[src/sv/wsu_pkg.sv]
// Shared types and constants for the WebSocket text frame unmasker.
`timescale 1ns / 1ps

package wsu_pkg;

   typedef enum logic [2:0] {
      PH_FIRST = 3'd0,
      PH_LEN   = 3'd1,
      PH_EXT   = 3'd2,
      PH_KEY   = 3'd3,
      PH_DATA  = 3'd4,
      PH_DROP  = 3'd5
   } phase_type;

   typedef enum logic [2:0] {
      KIND_TEXT  = 3'd0,
      KIND_EMPTY = 3'd1,
      KIND_CLOSE = 3'd2,
      KIND_OTHER = 3'd3,
      KIND_TRUNC = 3'd4
   } kind_type;

   typedef struct packed {
      logic [7:0] out_byte;
      kind_type   frame_kind;
      logic [3:0] opcode;
      logic       out_last;
   } result_type;

   localparam logic [7:0] TEXT_FIN_BYTE  = 8'h81;
   localparam logic [7:0] CLOSE_FIN_BYTE = 8'h88;
   localparam logic [6:0] LEN_CODE_EXT16 = 7'd126;
   localparam logic [6:0] LEN_CODE_EXT64 = 7'd127;
   localparam logic [3:0] EXT16_BYTES    = 4'd2;
   localparam logic [3:0] EXT64_BYTES    = 4'd8;
   localparam logic [3:0] KEY_BYTES      = 4'd4;
   localparam logic [3:0] OPCODE_TEXT    = 4'h1;
   localparam logic [3:0] OPCODE_CLOSE   = 4'h8;

endpackage

[src/sv/websocket_text_frame_unmasker_top.sv]
// Top level of the WebSocket text frame unmasker: header parse, unmask, output stage.
`timescale 1ns / 1ps

// Takes a received WebSocket frame one item (byte) per cycle while req_stall is low,
// req_in_last on the frame's last byte, and returns at most one result item per input
// item. A first byte of 0x81 starts a text frame: the length code and any extended
// length bytes are skipped, four mask key bytes are captured, and each payload byte
// comes out XORed with the key byte at (payload index mod 4). A text frame that ends
// inside its header gives one truncated item; one that ends on the last key byte
// gives one empty-text item. A close (0x88) or any other first byte gives one item on
// that byte and the rest of the frame is dropped silently. Rate: one input item per
// cycle while req_stall is low; a result reaches rsp_valid from the result register.
// The header phase machine and the XOR are combinational between the input and the
// result register; a two-entry output stage (result register plus skid register)
// keeps the input open while one result waits under rsp_stall, and req_stall is
// simply "skid register full". No clearing pass after reset.
module websocket_text_frame_unmasker_top (
   input  logic       clock,
   input  logic       reset,
   input  logic       req_valid,
   output logic       req_stall,
   input  logic [7:0] req_in_byte,
   input  logic       req_in_last,
   output logic       rsp_valid,
   input  logic       rsp_stall,
   output logic [7:0] rsp_out_byte,
   output logic [2:0] rsp_frame_kind,
   output logic [3:0] rsp_opcode,
   output logic       rsp_out_last
);

   // parse state
   wsu_pkg::phase_type phase_ff, phase_in;
   logic [3:0]         phase_count_ff, phase_count_in;
   logic [1:0]         key_index_ff, key_index_in;
   logic [7:0]         mask_key_ff [4];
   logic               key_we;
   logic [3:0]         count_inc;
   logic [3:0]         count_dec;

   // new result from the current item
   wsu_pkg::result_type res;
   logic                res_valid;

   // output stage: result register and skid register
   wsu_pkg::result_type rsp_ff, rsp_in, skid_ff, skid_in;
   logic                rsp_valid_ff, rsp_valid_in, skid_valid_ff, skid_valid_in;

   logic req_accept;

   assign req_stall  = skid_valid_ff;
   assign req_accept = req_valid && !skid_valid_ff;

   assign count_inc = phase_count_ff + 4'd1;
   assign count_dec = phase_count_ff - 4'd1;

   // Phase machine and result selection for one byte.
   always_comb begin
      phase_in       = phase_ff;
      phase_count_in = phase_count_ff;
      key_index_in   = key_index_ff;
      key_we         = 1'b0;
      res            = '{out_byte: 8'd0, frame_kind: wsu_pkg::KIND_TEXT,
                         opcode: wsu_pkg::OPCODE_TEXT, out_last: 1'b1};
      res_valid      = 1'b0;
      case (phase_ff)
         wsu_pkg::PH_LEN: begin
            if (req_in_last) begin
               phase_in       = wsu_pkg::PH_FIRST;
               res.frame_kind = wsu_pkg::KIND_TRUNC;
               res_valid      = 1'b1;
            end else if (req_in_byte[6:0] == wsu_pkg::LEN_CODE_EXT16) begin
               phase_in       = wsu_pkg::PH_EXT;
               phase_count_in = wsu_pkg::EXT16_BYTES;
            end else if (req_in_byte[6:0] == wsu_pkg::LEN_CODE_EXT64) begin
               phase_in       = wsu_pkg::PH_EXT;
               phase_count_in = wsu_pkg::EXT64_BYTES;
            end else begin
               phase_in       = wsu_pkg::PH_KEY;
               phase_count_in = 4'd0;
            end
         end
         wsu_pkg::PH_EXT: begin
            if (req_in_last) begin
               phase_in       = wsu_pkg::PH_FIRST;
               res.frame_kind = wsu_pkg::KIND_TRUNC;
               res_valid      = 1'b1;
            end else begin
               phase_count_in = count_dec;
               if (count_dec == 4'd0) begin
                  phase_in = wsu_pkg::PH_KEY;
               end
            end
         end
         wsu_pkg::PH_KEY: begin
            key_we = 1'b1;
            if (count_inc >= wsu_pkg::KEY_BYTES) begin
               phase_count_in = 4'd0;
               key_index_in   = 2'd0;
               if (req_in_last) begin
                  phase_in       = wsu_pkg::PH_FIRST;
                  res.frame_kind = wsu_pkg::KIND_EMPTY;
                  res_valid      = 1'b1;
               end else begin
                  phase_in = wsu_pkg::PH_DATA;
               end
            end else begin
               phase_count_in = count_inc;
               if (req_in_last) begin
                  phase_in       = wsu_pkg::PH_FIRST;
                  phase_count_in = 4'd0;
                  res.frame_kind = wsu_pkg::KIND_TRUNC;
                  res_valid      = 1'b1;
               end
            end
         end
         wsu_pkg::PH_DATA: begin
            key_index_in   = key_index_ff + 2'd1;
            res.out_byte   = req_in_byte ^ mask_key_ff[key_index_ff];
            res.frame_kind = wsu_pkg::KIND_TEXT;
            res.out_last   = req_in_last;
            res_valid      = 1'b1;
            if (req_in_last) begin
               phase_in = wsu_pkg::PH_FIRST;
            end
         end
         wsu_pkg::PH_DROP: begin
            if (req_in_last) begin
               phase_in = wsu_pkg::PH_FIRST;
            end
         end
         default: begin
            // first byte of a frame; unused phase codes land here too
            phase_count_in = 4'd0;
            key_index_in   = 2'd0;
            if (req_in_byte == wsu_pkg::TEXT_FIN_BYTE) begin
               if (req_in_last) begin
                  phase_in       = wsu_pkg::PH_FIRST;
                  res.frame_kind = wsu_pkg::KIND_TRUNC;
                  res_valid      = 1'b1;
               end else begin
                  phase_in = wsu_pkg::PH_LEN;
               end
            end else begin
               phase_in  = req_in_last ? wsu_pkg::PH_FIRST : wsu_pkg::PH_DROP;
               res_valid = 1'b1;
               if (req_in_byte == wsu_pkg::CLOSE_FIN_BYTE) begin
                  res.frame_kind = wsu_pkg::KIND_CLOSE;
                  res.opcode     = wsu_pkg::OPCODE_CLOSE;
               end else begin
                  res.frame_kind = wsu_pkg::KIND_OTHER;
                  res.opcode     = req_in_byte[3:0];
               end
            end
         end
      endcase
   end

   // Output stage: skid drains first; a stalled result register pushes new results
   // into the skid register (empty whenever an item is accepted).
   always_comb begin
      rsp_in        = rsp_ff;
      rsp_valid_in  = rsp_valid_ff;
      skid_in       = skid_ff;
      skid_valid_in = skid_valid_ff;
      if (rsp_valid_ff && rsp_stall) begin
         if (req_accept && res_valid) begin
            skid_in       = res;
            skid_valid_in = 1'b1;
         end
      end else if (skid_valid_ff) begin
         rsp_in        = skid_ff;
         rsp_valid_in  = 1'b1;
         skid_valid_in = 1'b0;
      end else begin
         rsp_in       = res;
         rsp_valid_in = req_accept && res_valid;
      end
   end

   always_ff @(posedge clock) begin
      if (reset) begin
         phase_ff       <= wsu_pkg::PH_FIRST;
         phase_count_ff <= 4'd0;
         key_index_ff   <= 2'd0;
         mask_key_ff    <= '{default: 8'd0};
         rsp_valid_ff   <= 1'b0;
         skid_valid_ff  <= 1'b0;
      end else begin
         if (req_accept) begin
            phase_ff       <= phase_in;
            phase_count_ff <= phase_count_in;
            key_index_ff   <= key_index_in;
            if (key_we) begin
               mask_key_ff[phase_count_ff[1:0]] <= req_in_byte;
            end
         end
         rsp_valid_ff  <= rsp_valid_in;
         skid_valid_ff <= skid_valid_in;
      end
   end

   // payload registers, no reset
   always_ff @(posedge clock) begin
      rsp_ff  <= rsp_in;
      skid_ff <= skid_in;
   end

   assign rsp_valid      = rsp_valid_ff;
   assign rsp_out_byte   = rsp_ff.out_byte;
   assign rsp_frame_kind = rsp_ff.frame_kind;
   assign rsp_opcode     = rsp_ff.opcode;
   assign rsp_out_last   = rsp_ff.out_last;

endmodule

[config.mk]
export PLATFORM = sky130hd
export DESIGN_NAME = websocket_text_frame_unmasker_top
export DESIGN_NICKNAME = d
export VERILOG_FILES = /design/src/sv/wsu_pkg.sv /design/src/sv/websocket_text_frame_unmasker_top.sv
export SDC_FILE = /design/constraint.sdc
export NUM_CORES = 1
export LEC_CHECK = 0
export BUFFER_PORTS_ARGS = -buffer_cell sky130_fd_sc_hd__buf_4
export CELL_PAD_IN_SITES_DETAIL_PLACEMENT = 2
export CELL_PAD_IN_SITES_GLOBAL_PLACEMENT = 2
export CORE_AREA = 2 2 106 108
export DETAILED_ROUTE_END_ITERATION = 10
export DIE_AREA = 0 0 108 110
export PLACE_DENSITY_LB_ADDON = 0.1
export SLEW_MARGIN = 20
export SYNTH_ARGS = -nofsm -noshare
export SYNTH_HDL_FRONTEND = slang
export SYNTH_SLANG_ARGS = --single-unit
[constraint.sdc]
create_clock -name clock -period 1.8 [get_ports clock]
set_input_delay 0.09 -clock clock [delete_from_list [all_inputs] [get_ports clock]]
set_output_delay 0.09 -clock clock [all_outputs]
set_load 0.005 [all_outputs]
### Word level (Yosys, flattened, before mapping)

Cells that the tools add are included.
Widths: inputs -> output; s select.

* bits in registers: 75
* output and inout bits: 18
* word-level logic and storage cells: 103

* add/subtract/negate cells: 3
* magnitude comparators: 4
* eq/ne operators: 13
* multiplexer cells: 43
* bitwise operators: 6
* reductions and logical operators: 17

Operators with widths (count)
* $bwmux 32: 1
* $mux 4: 8
* $mux 8: 4
* $mux 3: 10
* $bmux 8 s2: 1
* $demux 8 s2: 1
* $eq 8x8->1 const B: 2
* $mux 16: 1
* $pmux 4 s4: 1
* $eq 7x7->1 const B: 2
* $pmux 3 s4: 1
* $mux 1: 9
* $pmux 3 s3: 1
* $xor 8x8->8: 1
* $eq 3x2->1 const B: 2
* $eq 3x3->1 const B: 2
* $ge 3x3->1 const B: 2
* $ne 2x2->1 const B: 3
* $not 2->3: 2
* $pmux 2 s3: 1
* $reduce_and 2->1: 3
* $reduce_or 2->1: 3
* $reduce_or 3->1: 2
* $mux 5: 1
* other kinds (16): 22

### Depth between registers and ports, before layout

Gate-level depths: netlist (run 1).

* depth in word-level cells: 7
* mapped depth: 6

### Worst setup path after synthesis (run 1)

Ideal clock, no wire load.

* kind: register -> register
* start point: register phase_ff[0]
* end point: register skid_ff[0] (netlist name), enable pin
* setup time: 0.374 ns
* arrival time: 1.387 ns
* data required time: 1.426 ns
* setup slack: 0.040 ns
* stages on the path, launching flop included: 6
* buffers on the path: 2
* period minus slack after synthesis: 1.760 ns
* cell sequence: dfxtp_1 buf_2 buf_2 nor2_1 o31a_1 and3b_1

* word-level cells in the longest chain between the ends: 5
* elaborated cells on any way between the ends: 9
* classes of those cells: 5 x eq/ne; 1 x mux; 3 x reduce/logical

Ends and longest elaborated chain
* start: declaration: line websocket_text_frame_unmasker_top.sv:33 `wsu_pkg::phase_type phase_ff, phase_in;`
* start signal: assignment: line websocket_text_frame_unmasker_top.sv:183 `phase_ff <= wsu_pkg::PH_FIRST;`
* start signal: assignment: line websocket_text_frame_unmasker_top.sv:191 `phase_ff <= phase_in;`
* $eq 3x2->1 or $eq 3x1->1 (tied branches): line websocket_text_frame_unmasker_top.sv:66 `case (phase_ff)`
* $reduce_or 3->1 (no line)
* $pmux 1 s3 (*): line websocket_text_frame_unmasker_top.sv:66
* $logic_and 1x1->1 (*): line websocket_text_frame_unmasker_top.sv:167 `if (req_accept && res_valid) begin`
* $reduce_and 2->1 (no line) (*)
* end signal: assignment: line websocket_text_frame_unmasker_top.sv:206 `skid_ff <= skid_in;`
* end: declaration: line websocket_text_frame_unmasker_top.sv:46 `wsu_pkg::result_type rsp_ff, rsp_in, skid_ff, skid_in;`

Mark *: on every way between the ends. The rest lies on a longest branch, timed or not.
A chain may end at the register's enable or synchronous reset.

### Worst setup path in the final report (run 1)

* start point: register phase_ff[1]
* end point: register skid_ff[11] (netlist name), enable pin

Same word-level chain as after synthesis.

==> impl_metrics.env, run 1 <==
export IMPL_slew_headroom_pct=67.7
export IMPL_syn_avg_cell_area_um2=10.8
export IMPL_crit_path_start_kind="flop"
export IMPL_leakage_nw=1.58
export IMPL_required_ns=1.86
export IMPL_initial_core_util_pct=34.4
export IMPL_layout_min_cycle_time_ns=1.71
export IMPL_synth_edf_count=32
export IMPL_num_antenna_cells=0
export IMPL_viasPerCell=5.19
export IMPL_finalInstanceArea_um2=4490
export IMPL_worst_pin_slew_ns=0.485
export IMPL_clock_path_buffers=2
export IMPL_cts_sinks=75
export IMPL_die_y_um=110
export IMPL_vias=2744
export IMPL_finalHoldViolations=0
export IMPL_worstPathCellList="buf_4, and2_2, o2111ai_1, and3b_1, buf_12"
export IMPL_dp_hpwl_um=7400
export IMPL_final_max_slew_viol_count=0
export IMPL_max_stage_delay_ns=0.34
export IMPL_async_reset_ff_share_pct=0
export IMPL_met3WireLength_um=295
export IMPL_fmax_mhz=584
export IMPL_crit_fanout=16
export IMPL_synthesis_area_um2=3680
export IMPL_antenna_found_initial=0
export IMPL_clk_latency_ns=0.35
export IMPL_portBuffers=30
export IMPL_synth_seq_cells=75
export IMPL_core_region_area_um2=10700
export IMPL_cts_clk_slew_worst_paths_ns=0.09
export IMPL_cts_tree="built"
export IMPL_power_density_nw_per_um2=831
export IMPL_synth_seq_area_share_pct=49.5
export IMPL_wl_per_cell_um=20.0
export IMPL_drive_gt1_share_pct=28.3
export IMPL_synth_compound_area_share_pct=9.08
export IMPL_hp_class="in2reg"
export IMPL_synthAdderAreaFrac_pct=1.70
export IMPL_cts_buffers=9
export IMPL_dieArea_um2=11900
export IMPL_synth_simple_area_share_pct=17.0
export IMPL_post_route_period_util_pct=95.1
export IMPL_synth_distinct_cells=58
export IMPL_track_usage_pct=19.1
export IMPL_peakVddDrop_mv=0.305
export IMPL_fin_skew_ns=0.0102
export IMPL_cap_violations=0
export IMPL_grt_overflow_total=0
export IMPL_wl_met1_um=5160
export IMPL_grt_max_degree=45
export IMPL_ys_flop_type="dfxtp_1"
export IMPL_path_depth=5
export IMPL_dpl_cell_area_um2=4200
export IMPL_synthMuxAreaShare_pct=15.7
export IMPL_htree_levels=3
export IMPL_root_buffer="clkbuf_8"
export IMPL_synth_top_family_by_area="simple AND/OR/NAND/NOR gates"
export IMPL_min_path_cells=3
export IMPL_syn_instance_count=341
export IMPL_multiInputGateArea_um2=1720
export IMPL_path_buf_inv=2
export IMPL_rr_worst_depth=5
export IMPL_yosys_warnings=0
export IMPL_area_delta_synth_final_pct=21.9
export IMPL_drc=0
export IMPL_drt_pass1_iter_count=4
export IMPL_crit_slowest_cell="dfxtp_1"
export IMPL_wirelength_um=10600
export IMPL_status="complete, no violations"
export IMPL_rows=38
export IMPL_wl_met2_um=5010
export IMPL_drtIter0Drc=91
export IMPL_setup_violations_final=0
export IMPL_top_layer="met4"
export IMPL_arrival_ns=1.77
export IMPL_die_x_um=108
export IMPL_final_nets=402
export IMPL_synth_fp_nets=359
export IMPL_register_area_um2=1830
export IMPL_finalPower_mw=3.73
export IMPL_grt_pass1_wl_um=17000
export IMPL_gp_congestion=0.752
export IMPL_nFillCells=1128
export IMPL_crit_path_end_kind="flop"
export IMPL_ant_nets=0
export IMPL_rsz0062_at_grt="no"
export IMPL_crit_family="simple AND/OR/NAND/NOR gates"
export IMPL_grt_pass1_vias=3014
export IMPL_path_class="reg2reg"
export IMPL_ios=31
export IMPL_synth_xor_area_share_pct=2.38
per-layer routing:
layer | global-route usage (%) | up-vias
met5 | 0 | -
met4 | 4.67 | 0
met3 | 3.64 | 9
met2 | 31.5 | 37
met1 | 26.1 | 1374
li1 | - | 1324
kinds of logic (layout without fill, tap and decap cells):
logic type      count (synthesis)  in the layout
simple gates                  121            121
fa+ha+maj                       5              5
mux                            47             47
xor+xnor                       10             10
flops                          75             75
buf+inv                        38             86
compound gates                 45             45
layout by cell type (no fill, tap or decap), types with 2 or more instances in the layout:
cell type / synthesis / layout
buf_4: 1 / 62
nor2_1: 53 / 53
dfxtp_1: 43 / 39
mux2i_1: 33 / 33
edfxtp_1: 32 / 32
nand2_1: 17 / 17
clkbuf_8: 0 / 12
o31ai_1: 11 / 11
xnor2_1: 9 / 9
mux4_2: 8 / 8
nor3_1: 8 / 8
nor3b_1: 8 / 7
inv_1: 6 / 6
mux2_2: 6 / 6
a21oi_1: 7 / 6
o21ai_0: 5 / 5
ha_1: 5 / 5
and2_1: 4 / 4
a31oi_1: 4 / 4
dfxtp_2: 0 / 4
nand3b_1: 3 / 3
nand2b_1: 3 / 3
nand3_1: 3 / 3
nor4_2: 1 / 2
nor4bb_1: 2 / 2
o31a_1: 2 / 2
or3_1: 2 / 2
nand4b_1: 2 / 2
a41o_1: 3 / 2
and3_1: 2 / 2
a311oi_1: 2 / 2
buf_12: 0 / 2
synthesized netlist by cell type (2+ instances only):
cell type | count | area, um^2
a21oi_1 | 7 | 35.0
a311oi_1 | 2 | 17.5
a31oi_1 | 4 | 25.0
a41o_1 | 3 | 30.0
and2_1 | 4 | 25.0
and3_1 | 2 | 12.5
buf_2 | 14 | 70.1
clkbuf_1 | 15 | 56.3
dfxtp_1 | 43 | 861
edfxtp_1 | 32 | 961
ha_1 | 5 | 62.6
inv_1 | 6 | 22.5
mux2_2 | 6 | 67.6
mux2i_1 | 33 | 330
mux4_2 | 8 | 180
nand2_1 | 17 | 63.8
nand2b_1 | 3 | 18.8
nand3_1 | 3 | 15.0
nand3b_1 | 3 | 22.5
nand4b_1 | 2 | 17.5
nor2_1 | 53 | 199
nor3_1 | 8 | 40.0
nor3b_1 | 8 | 60.1
nor4bb_1 | 2 | 20.0
o21ai_0 | 5 | 25.0
o31a_1 | 2 | 17.5
o31ai_1 | 11 | 82.6
or3_1 | 2 | 12.5
xnor2_1 | 9 | 78.8
through the flow:
stage	worst slack (ns)	util [%]	cells	hold slack, ns	setup TNS [ns]
global route	0.00161	41.9	529	0.0795	0
floorplan	0.0395	-	341	0.237	0
detailed placement	-0.0167	39.3	512	0.431	-0.0168
CTS	0.0259	41.6	529	0.0574	0
finish	0.0879	41.9	529	0.0687	0
global placement	0.0905	39.3	512	0.409	0
report_power, final:
part           total (mW)  switching, mW  internal (mW)
clock                1.50          0.653          0.843
sequential           1.86         0.0238           1.84
combinational       0.375          0.206          0.169
total                3.73          0.883           2.85
flip-flops by register name, indices dropped and copies added, names as in the netlist:
signal / flops
rsp_out_last: 1
rsp_frame_kind: 3
phase_ff: 3
rsp_valid: 1
key_index_ff: 2
rsp_out_byte: 8
skid_ff: 16
rsp_opcode: 4
req_stall: 1
mask_key_ff: 32
phase_count_ff: 4
worst paths after layout:
kind / start / to / slack [ns]
worst min register to register: mask_key_ff[23]$_SDFFE_PP0P_ / mask_key_ff[23]$_SDFFE_PP0P_ / 0.50
worst max register to register: phase_ff[1]$_SDFFE_PP0P_ / skid_ff[11]$_DFFE_PP_ / 0.09
worst min-delay path: req_in_byte[7] / mask_key_ff[23]$_SDFFE_PP0P_ / 0.07
worst max-delay path: phase_ff[1]$_SDFFE_PP0P_ / skid_ff[11]$_DFFE_PP_ / 0.09
final cells by class:
type                       count  area share, %
clock buffer                  14           4.32
clock inverter                 2          0.864
inverter                       6          0.502
multi-input combinational    228           38.4
sequential                    75           40.7
tap                          140           3.90
timing repair buffer          64           11.3
worst reg2reg max path, delay by kind of cell, from the launching register on:
| family | cells | cell delay [ns] |
|---|---|---|
| AND/OR/NAND/NOR | 2 | 0.46 |
| flip-flops | 1 | 0.34 |
| buffers and inverters | 2 | 0.33 |
| AO/OA/AOI/OAI | 1 | 0.28 |
repair_timing:
item / 4_1_cts / 5_1_grt
pin swaps: 1 / 1
endpoints found under the setup margin: 15 / 17
hold buffers: 0 / 0
resized for setup: 3 / 9
buffers inserted: 1 / 0
(Power assumes the default switching activity.)
==> run 2: changes to the inputs <==
--- a/config.mk
+++ b/config.mk
@@ -12,7 +12,7 @@
 export DETAILED_ROUTE_END_ITERATION = 10
 export DIE_AREA = 0 0 108 110
 export PLACE_DENSITY_LB_ADDON = 0.1
-export SLEW_MARGIN = 20
+export SLEW_MARGIN = 15
 export SYNTH_ARGS = -nofsm -noshare
 export SYNTH_HDL_FRONTEND = slang
 export SYNTH_SLANG_ARGS = --single-unit
==> constraint.sdc (replaced) <==
create_clock -name clock -period 1.8 [get_ports clock]
set_input_delay 0.09 -clock clock [delete_from_list [all_inputs] [get_ports clock]]
set_output_delay 0.09 -clock clock [all_outputs]
set_load 0.1 [all_outputs]
==> impl_metrics.env, run 2 (synthesis gave the netlist of run 1 again) <==
export IMPL_leakage_nw=1.58
export IMPL_wl_per_cell_um=18.5
export IMPL_viasPerCell=5.17
export IMPL_clk_latency_ns=0.37
export IMPL_final_nets=405
export IMPL_grt_overflow_total=0
export IMPL_num_antenna_cells=0
export IMPL_clock_path_buffers=2
export IMPL_portBuffers=30
export IMPL_antenna_found_initial=0
export IMPL_cts_clk_slew_worst_paths_ns=0.08
export IMPL_nFillCells=1147
export IMPL_worst_pin_slew_ns=0.488
export IMPL_slew_headroom_pct=67.4
export IMPL_grt_pass1_wl_um=16000
export IMPL_track_usage_pct=17.9
export IMPL_crit_path_start_kind="flop"
export IMPL_hp_class="in2reg"
export IMPL_post_route_period_util_pct=96.1
export IMPL_largest_reg_flops=32
export IMPL_layout_min_cycle_time_ns=1.73
export IMPL_cts_tree="built"
export IMPL_final_max_slew_viol_count=0
export IMPL_crit_path_end_kind="flop"
export IMPL_setup_violations_final=0
export IMPL_dpl_cell_area_um2=4260
export IMPL_cts_buffers=9
export IMPL_grt_max_degree=45
export IMPL_wirelength_um=9850
export IMPL_dp_hpwl_um=6980
export IMPL_cap_violations=0
export IMPL_final_core_util_pct=41.5
export IMPL_multiInputGateArea_um2=1700
export IMPL_required_ns=1.91
export IMPL_vias=2752
export IMPL_power_density_nw_per_um2=844
export IMPL_worstPathCellList="buf_12, mux4_2, xnor2_1, o31ai_1"
export IMPL_fmax_mhz=578
export IMPL_crit_slowest_cell="mux4_2"
export IMPL_path_class="reg2reg"
export IMPL_arrival_ns=1.84
export IMPL_drtIter0Drc=124
export IMPL_ant_nets=0
export IMPL_cts_hold_buf=0
export IMPL_finalHoldViolations=0
export IMPL_area_delta_synth_final_pct=20.7
export IMPL_core_region_area_um2=10700
export IMPL_drt_pass1_iter_count=4
export IMPL_initial_core_util_pct=34.4
export IMPL_fin_skew_ns=0.0109
export IMPL_fin_setup_tns_ns=0
export IMPL_rows=38
export IMPL_status="complete, no violations"
export IMPL_grt_pass1_vias=2906
export IMPL_peakVddDrop_mv=0.409
export IMPL_regMostFlops="mask_key_ff"
export IMPL_drive_gt1_share_pct=28.8
export IMPL_root_buffer="clkbuf_8"
export IMPL_layout_setup_ws_ns=0.0699
export IMPL_finalInstanceArea_um2=4440
export IMPL_drc=0
export IMPL_crit_fanout=12
export IMPL_rsz0062_at_grt="no"
export IMPL_mostFrequentLayoutCell="buf_4"
export IMPL_layout_common_cells="buf_4 (64), nor2_1 (53), dfxtp_1 (37), mux2i_1 (33), edfxtp_1 (32)"
export IMPL_gp_congestion=0.796
export IMPL_register_area_um2=1830
export IMPL_die_x_um=108
export IMPL_htree_levels=3
export IMPL_dp_slack_ns=0.0583
export IMPL_max_stage_delay_ns=0.51
export IMPL_cts_sinks=75
export IMPL_ios=31
export IMPL_dieArea_um2=11900
export IMPL_die_y_um=110
[run 2: cell count changes in the layout (fill, tap and decap cells not counted), sizes merged]
cell    change
buf         +3
inv         +2
bufinv      -1
clkbuf      -4
clkinv      +3
[run 2: final cells by class]
type / instances / share of cell area [%]
Clock buffer: 10 / 3.10
Clock inverter: 6 / 0.873
Inverter: 6 / 0.507
Multi-Input combinational cell: 228 / 38.2
Sequential cell: 75 / 41.2
Tap cell: 140 / 3.94
Timing Repair Buffer: 67 / 12.2
[run 2: critical path: cells and delay by family, from the launching register on]
family,cells,cell delay [ns]
muxes,1,0.51
xor gates and xnor gates,1,0.33
buffers and inverters,1,0.17
DFF,1,0.37
AOI/OAI and AO/OA,1,0.10
[run 2: final timing paths]
path / startpoint / to / slack (ns) / cells after the start
max: key_index_ff[0]$_SDFFE_PP0P_ / rsp_out_byte[6]$_DFFE_PN_ / 0.07 / 4
min: req_in_byte[7] / mask_key_ff[7]$_SDFFE_PP0P_ / 0.04 / 3
max reg2reg: key_index_ff[0]$_SDFFE_PP0P_ / rsp_out_byte[6]$_DFFE_PN_ / 0.07 / 4
min reg2reg: mask_key_ff[18]$_SDFFE_PP0P_ / mask_key_ff[18]$_SDFFE_PP0P_ / 0.50 / 2
[run 2: where the power goes]
part           switching (mW)  internal [mW]  leakage [nW]
clock network           0.683          0.539        0.0967
registers              0.0219           1.84         0.671
logic                   0.488          0.182         0.816
[run 2: through the flow]
step	cells	hold WS (ns)	total power [mW]
after global routing	532	0.0397	3.91
after CTS	532	0.0328	3.79
final	532	0.0446	3.75
after global placement	516	0.405	2.56
after floorplan	341	0.237	2.38
after detailed placement	516	0.422	2.57
[run 2: per-layer routing]
metal / vias to the layer above / global-route usage (%) / routed length [um]
met1: 1381 / 24.3 / 4890
li1: 1323 / - / -
met2: 40 / 28.8 / 4570
met3: 8 / 4.06 / 292
met5: - / 0 / 0
met4: 0 / 5.22 / 92
[run 2: timing repair]
action                                  4_1_cts  5_1_grt
gates resized for setup                       0        6
buffers inserted                              0        0
endpoints found under the setup margin        0       13
==> run 3: changes to the inputs <==
--- a/config.mk
+++ b/config.mk
@@ -5,12 +5,13 @@
 export SDC_FILE = /design/constraint.sdc
 export NUM_CORES = 1
 export LEC_CHECK = 0
+export ABC_AREA = 1
 export BUFFER_PORTS_ARGS = -buffer_cell sky130_fd_sc_hd__buf_4
 export CELL_PAD_IN_SITES_DETAIL_PLACEMENT = 2
 export CELL_PAD_IN_SITES_GLOBAL_PLACEMENT = 2
-export CORE_AREA = 2 2 106 108
+export CORE_AREA = 2 2 112 114
 export DETAILED_ROUTE_END_ITERATION = 10
-export DIE_AREA = 0 0 108 110
+export DIE_AREA = 0 0 114 116
 export PLACE_DENSITY_LB_ADDON = 0.1
 export SLEW_MARGIN = 15
 export SYNTH_ARGS = -nofsm -noshare
==> impl_metrics.env, run 3 <==
export IMPL_power_density_nw_per_um2=1010
export IMPL_netlist_top_cell_by_area="edfxtp_1"
export IMPL_ys_flop_type="dfxtp_1"
export IMPL_finalPower_mw=4.50
export IMPL_root_buffer="clkbuf_16"
export IMPL_layoutNonFillerInstCount=662
export IMPL_peakVddDrop_mv=0.315
export IMPL_drc=0
export IMPL_largest_reg_flops=32
export IMPL_required_ns=1.85
export IMPL_dpl_cell_area_um2=4120
export IMPL_async_reset_ff_share_pct=0
export IMPL_drt_pass1_iter_count=4
export IMPL_mostFrequentLayoutCell="nand2_1"
export IMPL_synth_top_family_by_area="simple AND/OR/NAND/NOR gates"
export IMPL_arrival_ns=1.73
export IMPL_worstReg2RegStart="phase_ff[2]$_SDFFE_PP0P_"
export IMPL_clock_path_buffers=2
export IMPL_yosys_top_cells_count="nand2_1 (118), a21oi_1 (58), inv_1 (52), nand3_1 (47), o21ai_0 (47)"
export IMPL_dp_hpwl_um=8030
export IMPL_synth_edf_count=32
export IMPL_fmax_mhz=594
export IMPL_grt_pass1_vias=3515
export IMPL_gp_congestion=0.788
export IMPL_worst_pin_slew_ns=0.420
export IMPL_crit_path_end_kind="flop"
export IMPL_path_depth=9
export IMPL_cts_clk_slew_worst_paths_ns=0.06
export IMPL_vias=3255
export IMPL_yosys_warnings=0
export IMPL_slew_headroom_pct=71.7
export IMPL_setup_violations_final=0
export IMPL_final_max_slew_viol_count=0
export IMPL_wirelength_um=10900
export IMPL_crit_path_start_kind="flop"
export IMPL_viasPerCell=4.92
export IMPL_ios=31
export IMPL_r2r_end="skid_ff[8]$_DFFE_PP_"
export IMPL_crit_fanout=16
export IMPL_cp_endpoint="skid_ff[8]$_DFFE_PP_"
export IMPL_syn_instance_count=477
export IMPL_fin_setup_tns_ns=0
export IMPL_num_antenna_cells=0
export IMPL_synth_compound_area_share_pct=15.1
export IMPL_die_x_um=114
export IMPL_crit_family="simple AND/OR/NAND/NOR gates"
export IMPL_synth_area_leaders="edfxtp_1 (26%), dfxtp_1 (24%), nand2_1 (12%)"
export IMPL_synth_fp_nets=495
export IMPL_synth_seq_cells=75
export IMPL_die_y_um=116
export IMPL_clk_latency_ns=0.34
export IMPL_cap_violations=0
export IMPL_status="complete, no violations"
export IMPL_cts_buffers=9
export IMPL_fin_skew_ns=0.00833
export IMPL_regMostFlops="mask_key_ff"
export IMPL_area_delta_synth_final_pct=22.0
export IMPL_place_inst=646
export IMPL_crit_start="phase_ff[2]$_SDFFE_PP0P_"
export IMPL_hp_class="in2reg"
export IMPL_synthesis_area_um2=3650
export IMPL_finalInstanceArea_um2=4450
export IMPL_rows=40
export IMPL_layout_min_cycle_time_ns=1.68
export IMPL_crit_slowest_cell="dfxtp_1"
export IMPL_grt_max_degree=34
export IMPL_crit_top_cell="nand2_1"
export IMPL_cts_sinks=75
export IMPL_layout_common_cells="nand2_1 (114), a21oi_1 (58), inv_1 (51), nand3_1 (47)"
export IMPL_grt_overflow_total=0
export IMPL_layout_setup_ws_ns=0.118
export IMPL_rr_worst_depth=9
export IMPL_synthAdderAreaFrac_pct=1.72
export IMPL_synth_xor_area_share_pct=0.240
export IMPL_portBuffers=30
export IMPL_nFillCells=1392
export IMPL_antenna_found_initial=0
export IMPL_post_route_period_util_pct=93.5
export IMPL_synth_seq_area_share_pct=49.9
export IMPL_wl_per_cell_um=16.5
export IMPL_synth_simple_area_share_pct=23.9
export IMPL_synth_most_common_cell="nand2_1"
export IMPL_leakage_nw=1.82
export IMPL_dp_slack_ns=0.0483
export IMPL_grt_pass1_wl_um=18300
export IMPL_worstPathCellList="inv_2, nor2_2, inv_1, nand2_1, nor2_1, nand2_1, nand3_1, nor2_4, buf_12"
export IMPL_drtIter0Drc=114
export IMPL_max_stage_delay_ns=0.40
export IMPL_final_nets=529
export IMPL_path_buf_inv=3
export IMPL_core_region_area_um2=11900
export IMPL_yosys_area_top_type_share_pct=26.3
export IMPL_track_usage_pct=18.1
export IMPL_path_class="reg2reg"
export IMPL_finalHoldViolations=0
export IMPL_synth_distinct_cells=25
export IMPL_initial_core_util_pct=30.6
export IMPL_ant_nets=0
export IMPL_r2r_setup_slack_ns=0.12
export IMPL_syn_avg_cell_area_um2=7.65
export IMPL_cts_tree="built"
export IMPL_synthMuxAreaShare_pct=0
export IMPL_dieArea_um2=13200
export IMPL_htree_levels=3
export IMPL_drive_gt1_share_pct=14.6
run 3: worst min path at each step:
| stage | depth (start not counted) | from | slack, ns | endpoint |
|---|---|---|---|---|
| after floorplan | 2 | rsp_stall | 0.23 | rsp_valid$_SDFFE_PP0N_ |
| after global placement | 3 | rsp_stall | 0.33 | rsp_valid$_SDFFE_PP0N_ |
| after detailed placement | 3 | rsp_stall | 0.35 | rsp_valid$_SDFFE_PP0N_ |
| after CTS | 3 | req_in_byte[7] | 0.07 | mask_key_ff[23]$_SDFFE_PP0P_ |
| after global routing | 3 | req_in_byte[3] | 0.09 | mask_key_ff[19]$_SDFFE_PP0P_ |
| final | 3 | req_in_byte[7] | 0.08 | mask_key_ff[23]$_SDFFE_PP0P_ |
run 3: cells by family after synthesis:
group	Yosys count
buf+inv	79
flops	75
xor+xnor	1
simple gates	208
fa+ha+maj	5
compound gates	109
run 3: metal layers:
layer  part of all wire (%)  global-route usage (%)  wire length [um]
met1                     51                    24.4              5570
met2                     45                    29.1              4940
met3                    2.2                    2.82               240
met4                    1.7                    7.32               187
met5                      0                       0                 0
run 3: what timing repair did:
action | CTS | global route
buffers inserted | 0 | 0
hold buffers | 1 | 0
setup endpoints to repair | 0 | 53
hold endpoints to repair | 1 | 0
gates resized for setup | 0 | 13
run 3: cell type report:
| type | instances | area [um^2] | share of cell area [%] |
|---|---|---|---|
| Clock buffer | 14 | 290 | 6.52 |
| Multi-Input combinational cell | 323 | 1530 | 34.3 |
| Inverter | 54 | 203 | 4.56 |
| Sequential cell | 75 | 1830 | 41.1 |
| Clock inverter | 1 | 5.00 | 0.112 |
| Tap cell | 147 | 184 | 4.13 |
| Timing Repair Buffer | 48 | 413 | 9.28 |
run 3: power breakdown:
part / total, mW / leakage (nW) / internal (mW) / switching [mW]
Clock: 1.81 / 0.146 / 1.11 / 0.705
Sequential: 1.89 / 0.674 / 1.86 / 0.0303
Combinational: 0.799 / 1.00 / 0.180 / 0.619
Total: 4.50 / 1.82 / 3.15 / 1.36
run 3: worst min-delay path: cells and delay by family:
kind	cells	cell delay, ns
buf+inv	1	0.15
simple gates	1	0.08
compound gates	1	0.06
run 3: stage by stage:
| stage | utilization, % | hold slack, ns |
|---|---|---|
| after floorplan | - | 0.231 |
| after global placement | 34.6 | 0.332 |
| after detailed placement | 34.6 | 0.346 |
| after CTS | 37.1 | 0.0713 |
| after global routing | 37.4 | 0.0941 |
| final | 37.4 | 0.0825 |
